===== src/rtl/core/gpmm_pkg.sv =====
// gpmm_pkg: widths, pipeline beat types and the degree function shared by
// the GF(2) polynomial multiply/reduce pipeline. No dependencies.
`default_nettype none

package gpmm_pkg;

    localparam int POLY_WIDTH = 64;
    localparam int DEG_W      = $clog2(POLY_WIDTH);

    // carry-less multiply: operand b bits consumed per stage
    localparam int MUL_CHUNK  = 16;
    localparam int MUL_STAGES = (POLY_WIDTH + MUL_CHUNK - 1) / MUL_CHUNK;

    // reduction: product bits consumed per stage, MSB first
    localparam int RED_STEPS  = 8;
    localparam int RED_STAGES = (POLY_WIDTH + RED_STEPS - 1) / RED_STEPS;
    localparam int PAD_W      = RED_STAGES * RED_STEPS;

    typedef logic [POLY_WIDTH-1:0] poly_t;
    typedef logic [DEG_W-1:0]      deg_t;

    typedef struct packed {
        logic  valid;
        logic  ovf;
        poly_t a;
        poly_t b;
        poly_t acc;
    } mul_beat_t;

    // u holds the running remainder left-aligned so its top bit is the
    // reduction test bit
    typedef struct packed {
        logic             valid;
        logic             ovf;
        logic [PAD_W-1:0] p;
        poly_t            u;
    } red_beat_t;

    typedef struct packed {
        deg_t  shift;   // POLY_WIDTH-1 - deg(modulus)
        poly_t mn;      // modulus shifted so its top bit sits at POLY_WIDTH-1
        poly_t sel;     // one-hot insert position for the next product bit
    } mod_cfg_t;

    // index of highest set bit, zero for the zero polynomial
    function automatic deg_t poly_degree(input poly_t p);
        deg_t d;
        d = '0;
        for (int i = 1; i < POLY_WIDTH; i++) begin
            if (p[i]) begin
                d = deg_t'(i);
            end
        end
        return d;
    endfunction

endpackage

`default_nettype wire


===== src/rtl/core/gpmm_align.sv =====
// gpmm_align: output stage; right-aligns the remainder and forces zero on
// degree overflow. Depends on gpmm_pkg.
`default_nettype none

module gpmm_align (
    input  wire logic                clk,
    input  wire logic                rst_n,
    input  wire gpmm_pkg::mod_cfg_t  cfg,
    input  wire gpmm_pkg::red_beat_t beat_in,
    output logic                     done,
    output gpmm_pkg::poly_t          product,
    output logic                     ovf
);

    logic                 done_reg;
    logic                 ovf_reg;
    gpmm_pkg::poly_t      product_reg;
    gpmm_pkg::poly_t      product_next;

    always_comb
    begin
        product_next = beat_in.ovf ? '0 : (beat_in.u >> cfg.shift);
    end

    always_ff @(posedge clk or negedge rst_n)
    begin
        if (!rst_n) begin
            done_reg <= 1'b0;
        end else begin
            done_reg    <= beat_in.valid;
            ovf_reg     <= beat_in.ovf;
            product_reg <= product_next;
        end
    end

    assign done    = done_reg;
    assign product = product_reg;
    assign ovf     = ovf_reg;

endmodule

`default_nettype wire


===== config.mk =====
export PLATFORM = sky130hd
export DESIGN_NAME = gpmm_align
export DESIGN_NICKNAME = d
export VERILOG_FILES = /design/src/rtl/core/gpmm_pkg.sv /design/src/rtl/core/gpmm_align.sv
export SDC_FILE = /design/constraint.sdc
export NUM_CORES = 1
export LEC_CHECK = 0
export ABC_AREA = 1
export BUFFER_PORTS_ARGS = -buffer_cell sky130_fd_sc_hd__clkbuf_2
export CAP_MARGIN = 20
export CORE_AREA = 2 2 146 148
export CTS_CLUSTER_SIZE = 16
export DETAILED_ROUTE_END_ITERATION = 8
export DIE_AREA = 0 0 148 150
export GPL_TIMING_DRIVEN = 0
export PLACE_DENSITY_LB_ADDON = 0.3
export SYNTH_ARGS = -nofsm -noshare
export SYNTH_HDL_FRONTEND = slang
export SYNTH_SLANG_ARGS = --single-unit

===== constraint.sdc =====
create_clock -name clk -period 1 [get_ports clk]
set_clock_uncertainty 0.1 [all_clocks]
set_input_delay 0.3 -clock clk [delete_from_list [all_inputs] [get_ports clk]]
set_output_delay 0.3 -clock clk [all_outputs]
set_load 0.02 [all_outputs]

==> flow_metrics.env, run 1 <==
export IMPL_fillers=1848
export IMPL_first_iter_violations=760
export IMPL_largest_reg_flops=64
export IMPL_core_area_um2=20700
export IMPL_synthesis_nets=1241
export IMPL_vias_per_cell=5.71
export IMPL_crit_cells=11
export IMPL_wl_per_cell_um=20.8
export IMPL_critPathMaxFanout=6
export IMPL_htreeDepth=3
export IMPL_status="complete, but fails checks"
export IMPL_synth_seq_cells=66
export IMPL_min_period_ns=1.62
export IMPL_die_w_um=148
export IMPL_synth_compound_area_frac=0.00515
export IMPL_syn_area_um2=6070
export IMPL_layout_commonest_cell="nand3_2"
export IMPL_ios=332
export IMPL_setup_tns_ns=-50.22
export IMPL_grt_usage=0.240
export IMPL_synth_top_family_by_area="simple AND/OR/NAND/NOR gates"
export IMPL_fin_util=0.549
export IMPL_wirelength_um=29300
export IMPL_hold_viol_final=0
export IMPL_p_leak_nw=4.86
export IMPL_final_nets=1400
export IMPL_tightest_slew_ns=0.684
export IMPL_max_slew_margin=0.544
export IMPL_clkTransAtPathRegs_ns=0.05
export IMPL_areaGrowthSynthToFinish_pct=86.9
export IMPL_fmax_mhz=616
export IMPL_critPathKind="input port to register"
export IMPL_rows=53
export IMPL_synth_simple_area_share=0.595
export IMPL_die_area_um2=22200
export IMPL_worstHoldPathCells=1
export IMPL_grt_pass1_vias=7442
export IMPL_first_pass_iters=8
export IMPL_cts_path_max_buffers=2
export IMPL_avgSynthCellArea_um2=6.23
export IMPL_yosys_mux_area_fraction=0
export IMPL_ys_types=20
export IMPL_hpwl_um=20500
export IMPL_synth_xor_area_share=0
export IMPL_power_density_nw_per_um2=1070
export IMPL_port_buffers=136
export IMPL_synth_top_area_frac=0.329
export IMPL_postLayoutSetupSlackWorst_ns=-0.625
export IMPL_cp_slowest_cell="clkbuf_16"
export IMPL_cts_buffers=9
export IMPL_drv_slew=0
export IMPL_slowest_delay_ns=0.18
export IMPL_path_buf_inv=3
export IMPL_drc=0
export IMPL_antenna_found_initial=0
export IMPL_drive_gt1_frac=0.656
export IMPL_cpLargestDelayFamily="simple AND/OR/NAND/NOR gates"
export IMPL_multi_input_area_um2=6760
export IMPL_layout_common_cells="223 x nand3_2, 168 x nand2_1, 138 x nand2_2"
export IMPL_violations="negative setup slack"
export IMPL_synth_cells=975
export IMPL_yosysSeqAreaShare=0.326
export IMPL_initial_core_util=0.293
export IMPL_yosysWarnings=0
export IMPL_postRouteAntennaNets=0
export IMPL_drv_cap=0
export IMPL_synthAdderAreaFrac=0
export IMPL_worstPathCellList="clkbuf_16 -> buf_16 -> clkbuf_16 -> nand2_8 -> nand3_4 -> nand3_2 -> nand3_2 -> nand2_2 -> nand2_2 -> nand3_2 -> nand2_2"
export IMPL_gp_congestion=0.921
export IMPL_vias=8068
export IMPL_die_y_um=150
export IMPL_grt_max_degree=67
export IMPL_final_period_utilization=1.62
export IMPL_seq_area_um2=1980
export IMPL_grt_overflow=0
export IMPL_setup_viol=130
export IMPL_yosysTopAreaCell="nand3_1"
export IMPL_critPathRequiredTime_ns=0.98
export IMPL_critPathLaunchType="input port"
export IMPL_arrival_ns=1.61
export IMPL_ir_drop_mv=0.753
export IMPL_grt_pass1_wl_um=41200
export IMPL_cts_num_sinks=66
export IMPL_insertedDiodeCount=0
export IMPL_clockRootBuffer="clkbuf_16"
export IMPL_ys_top_cells_by_area="nand3_1 33%, edfxtp_1 32%, nand2_1 23%, nor2_1 1.9%, buf_2 1.8%"
export IMPL_cts_tree="built"
export IMPL_worstHoldPathType="input port to register"
export IMPL_crit_path_end_kind="register"
export IMPL_rsz0062_at_grt="yes"
## stage by stage
step                hold slack [ns]  total power, mW  area (µm²)  setup WS [ns]  cells
floorplan                   -0.0956             5.69        6630         -0.503    975
global placement              0.311             6.87        7650          -1.05   1386
detailed placement            0.311             6.87        7650          -1.03   1386
CTS                          0.0749             11.0        9540         -0.515   1410
global route                  0.116             12.5       11300         -0.649   1414
finish                        0.118             12.1       11300         -0.625   1414
## power breakdown
group	internal, mW	switching, mW
combinational	1.91	3.37
clock	2.18	1.20
sequential	3.32	0.119
## cell usage after synthesis
library cell	count
inv_4	1
nor2_1	30
edfxtp_1	65
a21boi_1	2
nand2_1	368
dfrtp_1	1
buf_1	10
buf_2	22
and2_1	1
nor3_1	12
clkbuf_1	28
inv_2	4
nand2_2	1
buf_6	9
nand4_1	8
buf_4	8
nand3_1	399
inv_1	4
a21boi_2	1
o21ai_1	1
## worst paths after layout
kind | from | to | slack, ns
min in group asynchronous | rst_n | done | 0.61
max in group asynchronous | rst_n | done | 0.09
worst min-delay path | beat_in[128] | ovf | 0.12
worst max-delay path | cfg[128] | product[5] | -0.62
## final cells by class
type / count / area share
multi-input combinational: 823 / 0.595
sequential: 66 / 0.174
timing repair buffer: 148 / 0.110
buffer: 77 / 0.0582
tap: 275 / 0.0303
clock buffer: 9 / 0.0198
clock inverter: 7 / 0.00816
inverter: 9 / 0.00430
## timing repair
| action | CTS | global route |
|---|---|---|
| hold buffers | 2 | 0 |
| endpoints found under the setup margin | 195 | 130 |
| pin swaps | 84 | 118 |
| endpoints found under the hold margin | 2 | 0 |
| gates resized for setup | 335 | 459 |
| setup buffers | 2 | 1 |
| gates cloned | 4 | 3 |
## routing by layer
metal  wire [µm]  global-route usage
met4         984              0.0638
met1       12200               0.330
met2       14100               0.392
met5           0                   0
met3        2040              0.0375
## kinds of logic (layout without fill, tap and decap cells)
logic type,Yosys count,count (layout)
AO/OA/AOI/OAI,4,4
buffers and inverters,86,250
flip-flops,66,66
AND/OR/NAND/NOR,819,819
No activity file was read; power rests on OpenSTA's default activity.
==> run 2, diff against run 1 <==
CELL_PAD_IN_SITES_DETAIL_PLACEMENT = 1   (was default)
CELL_PAD_IN_SITES_GLOBAL_PLACEMENT = 2   (was default)
CORE_AREA = 2 2 163 165   (was 2 2 146 148)
DIE_AREA = 0 0 165 167   (was 0 0 148 150)
==> run 2 against run 1 <==
Highest routed layer unchanged. Sequential share of layout area fell by 0.78 points. Clock power shrank 3%. Utilization fell by 8.7 points. Die area rose by 24%. Sequential power is essentially flat. Fmax increased by 2.2%. Wire length is 9.5% higher. The flow still finishes with violations (negative setup slack). Sequential cell count did not move. Non-clock buffer count fell by 3. Final cell count grew 4.0%. Hold slack improved by 0.034 ns. Global-route usage down 1.8 points.
==> flow_metrics.env, run 2 (synthesis results as in run 1) <==
export IMPL_ir_drop_mv=0.938
export IMPL_p_leak_nw=5.01
export IMPL_die_y_um=167
export IMPL_setup_viol=130
export IMPL_power_internal_mw=7.44
export IMPL_ios=332
export IMPL_cts_buffers=9
export IMPL_power_frac_comb=0.455
export IMPL_min_delay_start="beat_in[128]"
export IMPL_antenna_found_initial=0
export IMPL_dpl_cell_area_um2=7730
export IMPL_layout_common_cells="218 x nand3_2, 148 x nand2_2, 144 x nand2_1"
export IMPL_gp_congestion=0.881
export IMPL_cts_num_sinks=66
export IMPL_power_density_nw_per_um2=1030
export IMPL_tightest_slew_ns=0.607
export IMPL_clkTransAtPathRegs_ns=0.06
export IMPL_wl_per_cell_um=21.8
export IMPL_min_period_ns=1.59
export IMPL_die_area_um2=27600
export IMPL_multi_input_area_um2=7330
export IMPL_critPathKind="input port to register"
export IMPL_drc=0
export IMPL_grt_usage=0.221
export IMPL_wirelength_um=32100
export IMPL_final_period_utilization=1.59
export IMPL_whs_endpoint="ovf"
export IMPL_max_slew_margin=0.596
export IMPL_cts_path_max_buffers=2
export IMPL_grt_pass1_vias=8068
export IMPL_switching_share=0.392
export IMPL_rows=59
export IMPL_layout_commonest_cell="nand3_2"
export IMPL_clockRootBuffer="clkbuf_16"
export IMPL_pwr_share_seq=0.278
export IMPL_first_iter_violations=474
export IMPL_hold_viol_final=0
export IMPL_holdWs_ns=0.152
export IMPL_drv_slew=0
export IMPL_fillers=2856
export IMPL_final_nets=1397
export IMPL_initial_core_util=0.236
export IMPL_drv_cap=0
export IMPL_areaGrowthSynthToFinish_pct=95.7
export IMPL_fmax_mhz=629
export IMPL_insertedDiodeCount=0
export IMPL_postRouteAntennaNets=0
export IMPL_largest_reg_flops=64
export IMPL_htreeDepth=3
export IMPL_rsz0062_at_grt="yes"
export IMPL_port_buffers=136
export IMPL_violations="negative setup slack"
export IMPL_critPathMaxFanout=10
export IMPL_worstHoldPathCells=1
export IMPL_cts_tree="built"
export IMPL_critPathRequiredTime_ns=0.99
export IMPL_seq_area_um2=1980
export IMPL_critPathLaunchType="input port"
export IMPL_arrival_ns=1.58
export IMPL_worstHoldPathType="input port to register"
export IMPL_place_ws_ns=-1.12
export IMPL_crit_path_end_kind="register"
export IMPL_p_clk_frac=0.267
export IMPL_die_w_um=165
export IMPL_grt_pass1_wl_um=47000
export IMPL_vias=7801
export IMPL_grt_overflow=0
export IMPL_drive_gt1_frac=0.709
export IMPL_first_pass_iters=4
export IMPL_grt_max_degree=67
export IMPL_core_area_um2=25800
export IMPL_postLayoutSetupSlackWorst_ns=-0.590
export IMPL_vias_per_cell=5.30
export IMPL_finalInstanceArea_um2=11900
export IMPL_power_switching_mw=4.79
export IMPL_status="complete, but fails checks"
export IMPL_setup_tns_ns=-48.73
export IMPL_hpwl_um=23800
-- run 2: cell types whose count changed in the layout (fill, tap and decap cells not counted), sizes merged --
cell	change
clkinvlp	-1
bufbuf	+1
clkbuf	-2
clkinv	+1
inv	-1
buf	-1
-- run 2: what timing repair did --
item / in CTS / in global routing
hold buffers: 2 / 0
buffers inserted: 2 / 0
cloned: 2 / 3
hold endpoints to repair: 2 / 0
pin swaps: 100 / 143
setup endpoints to repair: 195 / 131
resized for setup: 422 / 471
-- run 2: routing by layer --
metal	track usage	vias up	routed length, µm	part of all wire
li1	-	3699	-	-
met1	0.312	3869	14600	0.45
met2	0.367	189	15600	0.49
met3	0.0217	44	1090	0.034
met4	0.0431	0	836	0.026
met5	0	-	0	0
-- run 2: how the worst max path moves through the flow --
| stage | from | to | slack [ns] | cells past startpoint |
|---|---|---|---|---|
| 2_1_floorplan | cfg[128] | product[22] | -0.50 | 10 |
| 3_3_place_gp | cfg[128] | product[0] | -1.09 | 11 |
| 3_5_place_dp | cfg[128] | product[0] | -1.12 | 11 |
| 4_1_cts | cfg[128] | product[9] | -0.56 | 11 |
| 5_1_grt | cfg[128] | product[0] | -0.64 | 11 |
| 6_report | cfg[128] | product[21] | -0.59 | 11 |
-- run 2: power by group through the flow --
stage | Sequential (mW) | Combinational (mW) | Clock [mW]
final | 3.40 | 5.56 | 3.27
after detailed placement | 3.44 | 3.56 | 0
after CTS | 3.39 | 4.43 | 3.30
after global placement | 3.44 | 3.53 | 0
after global routing | 3.42 | 5.93 | 3.44
after floorplan | 3.73 | 1.96 | 0
-- run 2: final cells by class --
| type | instances | area share |
|---|---|---|
| Sequential cell | 66 | 0.166 |
| Tap cell | 335 | 0.0353 |
| Buffer | 77 | 0.0572 |
| Multi-Input combinational cell | 823 | 0.617 |
| Clock inverter | 6 | 0.00684 |
| Timing Repair Buffer | 145 | 0.0941 |
| Clock buffer | 10 | 0.0193 |
| Inverter | 9 | 0.00411 |
-- run 2: worst max-delay path, stage by stage --
cell and delay, ns:
clkbuf_16 0.14, buf_12 0.15, buf_12 0.16, nand2_4 0.09
nand3_4 0.12, nand3_4 0.12, nand3_2 0.10, nand2_2 0.13
nand2_1 0.08, nand3_2 0.11, nand2_1 0.06
-- run 2: metrics by stage --
step | power, mW | instances | utilization
finish | 12.2 | 1471 | 0.461
global route | 12.8 | 1471 | 0.461
CTS | 11.1 | 1468 | 0.385
detailed placement | 7.00 | 1446 | 0.300
global placement | 6.97 | 1446 | 0.300
floorplan | 5.69 | 975 | -
==> run 3, diff against run 2 <==
==> constraint.sdc (replaced) <==
create_clock -name clk -period 1 [get_ports clk]
set_clock_uncertainty 0.1 [all_clocks]
set_input_delay 0 -clock clk [delete_from_list [all_inputs] [get_ports clk]]
set_output_delay 0 -clock clk [all_outputs]
set_load 0.1 [all_outputs]
==> run 3 against run 2 <==
The flow finishes with violations (negative hold slack, negative setup slack). Count of clock-buffer cells in the layout decreased by 1. Global-route usage shrank 0.46 points. Total power up 13%. Critical path type unchanged.
==> flow_metrics.env, run 3 (synthesis results as in run 1) <==
export IMPL_layout_common_cells="219 x nand3_2, 174 x nand2_1, 127 x nand2_2"
export IMPL_drive_gt1_frac=0.651
export IMPL_grtUsageMet2=0.359
export IMPL_final_period_utilization=1.29
export IMPL_max_slew_margin=0.419
export IMPL_p_leak_nw=5.02
export IMPL_critPathKind="input port to register"
export IMPL_largest_reg_flops=64
export IMPL_grt_overflow=0
export IMPL_htreeDepth=3
export IMPL_met3_usage=0.0212
export IMPL_first_pass_iters=4
export IMPL_postLayoutSetupSlackWorst_ns=-0.295
export IMPL_hpwl_um=23900
export IMPL_critPathLaunchType="input port"
export IMPL_hold_viol_final=1
export IMPL_dp_cells=1446
export IMPL_die_area_um2=27600
export IMPL_tightest_slew_ns=0.871
export IMPL_holdWs_ns=-0.256
export IMPL_wl_per_cell_um=21.5
export IMPL_switching_share=0.433
export IMPL_setup_tns_ns=-13.40
export IMPL_critPathMaxFanout=10
export IMPL_status="complete, but fails checks"
export IMPL_areaGrowthSynthToFinish_pct=91.0
export IMPL_drc=0
export IMPL_power_frac_comb=0.493
export IMPL_top_usage_layer="met2"
export IMPL_port_buffers=136
export IMPL_pwr_share_seq=0.251
export IMPL_p_clk_frac=0.256
export IMPL_die_y_um=167
export IMPL_initial_core_util=0.236
export IMPL_cts_num_sinks=66
export IMPL_clockRootBuffer="clkbuf_16"
export IMPL_ir_drop_mv=1.25
export IMPL_cts_buffers=9
export IMPL_power_switching_mw=5.99
export IMPL_vias_per_cell=5.15
export IMPL_wirelength_um=31700
export IMPL_grt_max_degree=67
export IMPL_arrival_ns=1.28
export IMPL_power_internal_mw=7.84
export IMPL_setup_viol=116
export IMPL_power_density_nw_per_um2=1190
export IMPL_insertedDiodeCount=0
export IMPL_core_area_um2=25800
export IMPL_postRouteAntennaNets=0
export IMPL_first_iter_violations=394
export IMPL_final_nets=1399
export IMPL_layout_commonest_cell="nand3_2"
export IMPL_cts_path_max_buffers=2
export IMPL_antenna_found_initial=0
export IMPL_vias=7584
export IMPL_grt_pass1_wl_um=46000
export IMPL_drv_cap=0
export IMPL_gp_congestion=0.873
export IMPL_critPathRequiredTime_ns=0.98
export IMPL_fmax_mhz=772
export IMPL_rsz0062_at_grt="yes"
export IMPL_die_w_um=165
export IMPL_min_period_ns=1.29
export IMPL_ios=332
export IMPL_grt_usage=0.217
export IMPL_worstHoldPathType="input port to asynchronous set/reset pin"
export IMPL_cts_hold_buf=2
export IMPL_rows=59
export IMPL_fin_cells=1473
export IMPL_cts_tree="built"
export IMPL_violations="negative hold slack, negative setup slack"
export IMPL_clkTransAtPathRegs_ns=0.06
export IMPL_grt_pass1_vias=7976
export IMPL_grt_util_met1=0.305
export IMPL_drv_slew=0
export IMPL_crit_path_end_kind="register"
-- run 3: what timing repair did --
item | 4_1_cts | 5_1_grt
endpoints found under the hold margin | 3 | 1
pin swaps | 78 | 118
gates resized for setup | 430 | 424
cloned | 1 | 4
buffers inserted | 2 | 2
setup endpoints to repair | 130 | 130
-- run 3: routing by layer --
layer	up-vias	routed length (µm)
met3	21	910
li1	3693	-
met5	-	0
met4	0	524
met2	152	15900
met1	3718	14300
-- run 3: final cells by class --
cell class / count / area (µm²)
Inverter: 9 / 48.8
Clock buffer: 9 / 225
Sequential cell: 66 / 1980
Tap cell: 335 / 419
Clock inverter: 7 / 118
Buffer: 77 / 682
Fill cell: 2935 / 14200
Timing Repair Buffer: 147 / 1470
Multi-Input combinational cell: 823 / 6660
-- run 3: path summary, 6_finish.rpt --
check / from / end / slack, ns
worst min-delay path: rst_n / done / -0.26
worst max-delay path: cfg[129] / product[29] / -0.29
min in group clk: cfg[133] / product[1] / 0.09
max in group asynchronous: rst_n / done / 0.53
-- run 3: critical path, stage by stage --
cell and delay, ns:
buf_12 0.13, inv_8 0.13, buf_6 0.24, nand3_2 0.14
nand3_2 0.12, nand3_1 0.11, nand2_2 0.13, nand2_2 0.07
nand3_2 0.11, nand2_1 0.06
-- run 3: power groups by stage --
| stage | registers (mW) | clock network, mW | logic [mW] |
|---|---|---|---|
| 2_1_floorplan | 5.10 | 0 | 1.95 |
| 3_3_place_gp | 3.44 | 0 | 4.89 |
| 3_5_place_dp | 3.44 | 0 | 4.92 |
| 4_1_cts | 3.41 | 3.60 | 5.84 |
| 5_1_grt | 3.49 | 3.68 | 7.20 |
| 6_report | 3.47 | 3.54 | 6.82 |
-- run 3: per-stage QoR --
step                      worst slack, ns  area (µm²)   util  power [mW]
after floorplan                    -0.203        6620      -        7.05
after global placement             -0.787        7710  0.299        8.33
after detailed placement           -0.812        7720  0.300        8.36
after CTS                          -0.256        9920  0.385        12.9
after global routing               -0.340       11600  0.450        14.4
final                              -0.295       11600  0.450        13.8
